==> config.mk <==
export PLATFORM = sky130hd
export DESIGN_NAME = ilir_cell
export DESIGN_NICKNAME = d
export VERILOG_FILES = /design/src/hdl/ilir_pkg.sv /design/src/hdl/ilir_cell.sv
export SDC_FILE = /design/constraint.sdc
export NUM_CORES = 1
export LEC_CHECK = 0
export BUFFER_PORTS_ARGS = -buffer_cell sky130_fd_sc_hd__buf_2
export CAP_MARGIN = 10
export CORE_MARGIN = 2
export CORE_UTILIZATION = 40
export CTS_CLUSTER_SIZE = 28
export DETAILED_ROUTE_END_ITERATION = 7
export PLACE_DENSITY_LB_ADDON = 0.05
export SYNTH_ARGS = -nofsm -noshare
export SYNTH_HDL_FRONTEND = slang
export SYNTH_SLANG_ARGS = --single-unit
==> constraint.sdc <==
create_clock -name clk -period 3.7 [get_ports clk]
set_input_delay 0.555 -clock clk [delete_from_list [all_inputs] [get_ports clk]]
set_output_delay 0.555 -clock clk [all_outputs]
set_load 0.02 [all_outputs]
==> src/hdl/ilir_pkg.sv <==
package ilir_pkg;

	localparam int DEPTH   = 64;
	localparam int VAL_W   = 32;
	localparam int OP_W    = 3;
	localparam int POS_W   = 7;
	localparam int ST_W    = 2;
	localparam int COUNT_W = 7;
	localparam int LEN_W   = $clog2(DEPTH + 1);
	localparam int IDX_W   = (DEPTH > 1) ? $clog2(DEPTH) : 1;
	localparam int CMP_W   = (LEN_W > POS_W) ? LEN_W : POS_W;
	localparam int GRP     = 8;
	localparam int NGRP    = (DEPTH + GRP - 1) / GRP;

	localparam logic [OP_W-1:0] OP_INSERT = 3'd0;
	localparam logic [OP_W-1:0] OP_REMOVE = 3'd1;
	localparam logic [OP_W-1:0] OP_SET    = 3'd2;
	localparam logic [OP_W-1:0] OP_GET    = 3'd3;
	localparam logic [OP_W-1:0] OP_CLEAR  = 3'd4;

	localparam logic [ST_W-1:0] ST_OK    = 2'd0;
	localparam logic [ST_W-1:0] ST_RANGE = 2'd1;
	localparam logic [ST_W-1:0] ST_FULL  = 2'd2;

	typedef struct packed {
		logic             ins;
		logic             rem;
		logic             set;
		logic             get;
		logic [CMP_W-1:0] pos;
		logic [VAL_W-1:0] value;
	} cell_ctl_t;

endpackage

==> src/hdl/ilir_cell.sv <==
module ilir_cell import ilir_pkg::*; (
	input  logic             clk,
	input  logic [IDX_W-1:0] idx,
	input  cell_ctl_t        ctl,
	input  logic [VAL_W-1:0] left_data,
	input  logic [VAL_W-1:0] right_data,
	output logic [VAL_W-1:0] data,
	output logic [VAL_W-1:0] rd_data
);

	logic [VAL_W-1:0] data_q;
	logic [CMP_W-1:0] idx_ext;
	logic             at_pos;
	logic             above;

	assign idx_ext = CMP_W'(idx);
	assign at_pos  = idx_ext == ctl.pos;
	assign above   = idx_ext > ctl.pos;

	always_ff @(posedge clk) begin
		if (ctl.ins && above) begin
			data_q <= left_data;
		end else if ((ctl.ins || ctl.set) && at_pos) begin
			data_q <= ctl.value;
		end else if (ctl.rem && (above || at_pos)) begin
			data_q <= right_data;
		end
	end

	assign data    = data_q;
	assign rd_data = (ctl.get && at_pos) ? data_q : '0;

endmodule

==> results of run 1 <==
-- layout by cell type (no fill, tap or decap), types with 2 or more instances in the layout --
cell type	instances
a21oi_1	3
clkbuf_1	2
buf_4	4
clkbuf_8	5
nand3_2	2
and3_1	32
mux2_4	29
inv_1	8
mux2_1	29
ha_1	6
buf_2	177
edfxtp_1	32
mux2_2	6
-- cell usage after synthesis --
| library cell | instances |
|---|---|
| o21ai_0 | 1 |
| mux2_2 | 6 |
| nand2b_1 | 1 |
| clkbuf_1 | 6 |
| nand3_1 | 1 |
| buf_6 | 6 |
| mux2_1 | 29 |
| and3_1 | 32 |
| o22ai_1 | 1 |
| a21oi_1 | 3 |
| nand3b_1 | 1 |
| nand3_2 | 1 |
| nor3_4 | 1 |
| nor2_1 | 2 |
| nand4b_4 | 1 |
| mux2_4 | 29 |
| a31oi_1 | 1 |
| edfxtp_1 | 32 |
| inv_1 | 8 |
| o221ai_2 | 1 |
| ha_1 | 6 |
-- metal layers --
metal / up-vias / routed length, um / global-route usage, %
met3: 8 / 625 / 6.45
met4: 0 / 84 / 5.25
li1: 994 / - / -
met5: - / 0 / 0
met2: 112 / 2880 / 31.3
met1: 894 / 2260 / 20.2
-- power by group through the flow --
stage	sequential, mW	clock [mW]	combinational (mW)
final	0.484	0.246	0.297
after global routing	0.489	0.268	0.322
after CTS	0.484	0.253	0.302
after detailed placement	0.492	0	0.301
after global placement	0.489	0	0.299
after floorplan	0.553	0	0.114
-- cells by family after synthesis --
family          share of synthesized area, %
mux                                     35.9
compound gates                          2.06
buf+inv                                 5.20
simple gates                            12.0
fa+ha+maj                               3.25
flops                                   41.6
-- cell type report --
cell class / count / share of cell area (%)
Inverter: 8 / 0.903
Tap cell: 72 / 2.71
Timing Repair Buffer: 181 / 27.5
Sequential cell: 32 / 28.9
Clock buffer: 7 / 2.30
Clock inverter: 1 / 0.113
Multi-Input combinational cell: 117 / 37.5
-- through the flow --
stage	instances	setup slack, ns	hold WS [ns]	total power, mW
after floorplan	169	0.683	0.773	0.668
after global placement	410	0.887	0.856	0.788
after detailed placement	410	0.884	0.859	0.793
after CTS	418	0.884	0.572	1.04
after global routing	418	0.732	0.569	1.08
final	418	0.855	0.578	1.03
-- how the worst max path moves through the flow --
stage / start / end / slack [ns] / cells past startpoint
2_1_floorplan: ctl[36] / data[0]$_DFFE_PP_ / 0.68 / 7
3_3_place_gp: ctl[37] / rd_data[0] / 0.89 / 8
3_5_place_dp: ctl[37] / rd_data[31] / 0.88 / 8
4_1_cts: ctl[37] / rd_data[31] / 0.88 / 8
5_1_grt: ctl[37] / rd_data[27] / 0.73 / 8
6_report: ctl[37] / rd_data[31] / 0.85 / 8
==> results_dict.tcl, run 1 <==
set metrics [dict create \
    syn_nets 289 \
    drt-wirelength-per-cell_um 14.0 \
    hold_buffers 0 \
    cts_root_buffer "clkbuf_8" \
    critical_path_required_ns 3.14 \
    relSlewSlack_pct 47.8 \
    fp.dieArea_sq_mm 0.00640 \
    power_frac_comb_pct 28.9 \
    avgSynthCellArea_sq_um 13.7 \
    multi_input_area_sq_mm 0.00125 \
    largest_register_ffs 32 \
    synth_top_area_share_pct 41.6 \
    grtUsageTotal_pct 17.8 \
    ant_nets 0 \
    slowest_delay_ns 0.47 \
    design.core.area_sq_mm 0.00554 \
    htreeDepth 2 \
    fp.dieW_um 80.0 \
    hold_class "in2reg" \
    grt_pass1_wl_mm 8.69 \
    drt-initial-drc-count 83 \
    synth_cell_types 21 \
    clk_pin_slew_ns 0.06 \
    internal_power_uw 735 \
    clock_power_share_pct 23.9 \
    max_freq_mhz 351 \
    path_common_cell "buf_2" \
    syn_to_final_growth_pct 43.9 \
    hold_end "data[10]$_DFFE_PP_" \
    synth.area.top_cells "edfxtp_1, mux2_4, mux2_1, and3_1, ha_1" \
    syn_inst 169 \
    cts_setup_buffers 0 \
    cts_resized 0 \
    grt_pass1_vias 1847 \
    grt_max_degree 33 \
    ioPinCount 178 \
    portBuffers 177 \
    rows 27 \
    critical_path.max_fanout 18 \
    post-route-util_pct 60.0 \
    cts-buffers-inserted 5 \
    synth-seq-cells 32 \
    leakage_nw 1.84 \
    grt-ovfl-total 0 \
    register_area_sq_um 961 \
    slew_violations 0 \
    dr.pass1.iters 4 \
    worst_setup_path_start_kind "input pin" \
    vdd_drop_max_mv 0.176 \
    cts_tree "built" \
    wirelength_mm 5.85 \
    n_fill_cell 512 \
    crit_path_end_kind "output pin" \
    fin_crit_sh_pct 76.9 \
    fin_area_sq_mm 0.00332 \
    clockBufferDepth 2 \
    vias 2008 \
    tightest_slew_ns 0.783 \
    drive_gt1_share_pct 65.6 \
    powerDensity_mw_per_mm2 309 \
    crit_path_top_delay_cell "nor2_2" \
    crit_family "simple AND/OR/NAND/NOR gates" \
    swShare_pct 28.4 \
    critical_path_buf_inv_count 4 \
    rsz0062_at_grt "no" \
    globalplace.congestion 0.708 \
    ys_seq_area_share_pct 41.6 \
    tns_ns 0 \
    dieHeight_um 80.0 \
    hp-start "left_data[10]" \
    synth_largest_area_cell "edfxtp_1" \
    viasPerCell 4.80 \
    initial_core_util_pct 41.7 \
    ys_warn_count 0 \
    dpl_cell_area_sq_mm 0.00324 \
    path_cells "buf_2, inv_1, ha_1, nand4b_4, nor2_2, buf_4, and3_1, buf_2" \
    drc 0 \
    maxCapViolCount 0 \
    critical_path_class "in2out" \
    finalSetupViolCount 0 \
    netlist_area_sq_mm 0.00231 \
    hpwl_mm 4.65 \
    sequentialPowerShare_pct 47.1 \
    p_switching_uw 292 \
    fin_crit_ns 2.85 \
    status "finished, final reports clean" \
    fin_nets 465 \
    antenna_found_initial 0 \
    diodes 0 \
    cts_sinks 32 \
    hold_viol_final 0 \
    worstPathArrival_ns 2.29 \
    hold_depth 2 \
]
Note: power is estimated with default switching activity, not from simulation.
==> run 2: changes to the inputs <==
- CORE_UTILIZATION: 40 -> 36
- clock period: 3.7 -> 2.6 ns (I/O delays scaled with it)
==> results_dict.tcl, run 2 (synthesis results as in run 1) <==
set metrics [dict create \
    status "finished, final reports clean" \
    dieHeight_um 84.1 \
    hpwl_mm 4.93 \
    worst_setup_path_start_kind "input pin" \
    tightest_slew_ns 0.461 \
    diodes 0 \
    cts_root_buffer "clkbuf_8" \
    ant_nets 0 \
    slowest_delay_ns 0.32 \
    critical_path_class "in2out" \
    design.core.area_sq_mm 0.00628 \
    critical_path.max_fanout 18 \
    hold_end "data[20]$_DFFE_PP_" \
    relSlewSlack_pct 69.3 \
    portBuffers 177 \
    drt-initial-drc-count 48 \
    maxCapViolCount 0 \
    drive_gt1_share_pct 66.7 \
    fin_crit_ns 2.13 \
    path_common_cell "buf_2" \
    syn_to_final_growth_pct 47.1 \
    powerDensity_mw_per_mm2 437 \
    worst_slack_ns 0.471 \
    fin_crit_sh_pct 81.9 \
    globalplace.congestion 0.707 \
    largest_register_ffs 32 \
    vdd_drop_max_mv 0.224 \
    rows 29 \
    leakage_nw 1.88 \
    hp-start "left_data[20]" \
    vias 2041 \
    hold_class "in2reg" \
    hold_depth 2 \
    drc 0 \
    grt_pass1_wl_mm 9.68 \
    post-route-util_pct 54.1 \
    clockBufferDepth 2 \
    wirelength_mm 6.15 \
    worstPathArrival_ns 1.74 \
    critical_path_buf_inv_count 4 \
    cts_resized 0 \
    hold_viol_final 0 \
    antenna_found_initial 0 \
    drt-wirelength-per-cell_um 14.4 \
    cts-buffers-inserted 5 \
    crit_path_top_delay_cell "ha_1" \
    dr.pass1.iters 4 \
    tns_ns 0 \
    ioPinCount 178 \
    finalSetupViolCount 0 \
    cts_tree "built" \
    rsz0062_at_grt "no" \
    crit_path_end_kind "output pin" \
    max_freq_mhz 470 \
    crit_family "simple AND/OR/NAND/NOR gates" \
    hold_buffers 0 \
    layout_common_cells "buf_2, and3_1, edfxtp_1" \
    clk_pin_slew_ns 0.07 \
    whs_ns 0.404 \
    fp.dieW_um 84.1 \
    grt-ovfl-total 0 \
    slew_violations 0 \
    grtUsageTotal_pct 17.6 \
    grt_max_degree 33 \
    cts_sinks 32 \
    fin_nets 471 \
    n_fill_cell 594 \
    viasPerCell 4.77 \
    grt_pass1_vias 2022 \
    path_cells "buf_2, inv_1, ha_1, nand4b_4, nor2_2, buf_4, and3_1, buf_2" \
    cts_setup_buffers 0 \
    final_common_cell "buf_2" \
    pre_cts_ws_ns 0.200 \
    htreeDepth 2 \
    critical_path_required_ns 2.21 \
    fin_area_sq_mm 0.00340 \
    dpl_cell_area_sq_mm 0.00332 \
    initial_core_util_pct 36.8 \
    fp.dieArea_sq_mm 0.00707 \
]
run 2: area by class of cell:
type,count,area [sq um],area share [%]
Inverter,8,30.0,0.884
Tap cell,77,96.3,2.84
Timing Repair Buffer,187,986,29.0
Clock inverter,1,5.00,0.147
Sequential cell,32,961,28.3
Clock buffer,6,72.6,2.14
Multi-Input combinational cell,117,1250,36.7
run 2: layer usage:
metal,GRT usage [%],wire [um],vias to the layer above
met1,19.7,2400,930
met3,6.03,578,10
met4,6.01,112,0
met5,0,0,-
li1,-,-,1003
met2,31.0,3060,98
run 2: how the worst max path moves through the flow:
stage               startpoint           endpoint  cells past startpoint
finish                 ctl[37]         rd_data[0]                      8
global placement       ctl[37]  data[2]$_DFFE_PP_                      8
floorplan              ctl[36]  data[0]$_DFFE_PP_                      7
CTS                    ctl[37]         rd_data[1]                      8
global route           ctl[37]        rd_data[14]                      8
detailed placement     ctl[37]  data[2]$_DFFE_PP_                      8
run 2: stage by stage:
stage	power, mW	instances
2_1_floorplan	0.950	169
3_3_place_gp	1.14	421
3_5_place_dp	1.14	421
4_1_cts	1.51	428
5_1_grt	1.56	428
6_report	1.48	428
run 2: power by group:
part           internal [mW]  total, mW  switching, mW
Sequential             0.658      0.690         0.0320
Clock                  0.182      0.359          0.177
Combinational          0.214      0.437          0.223
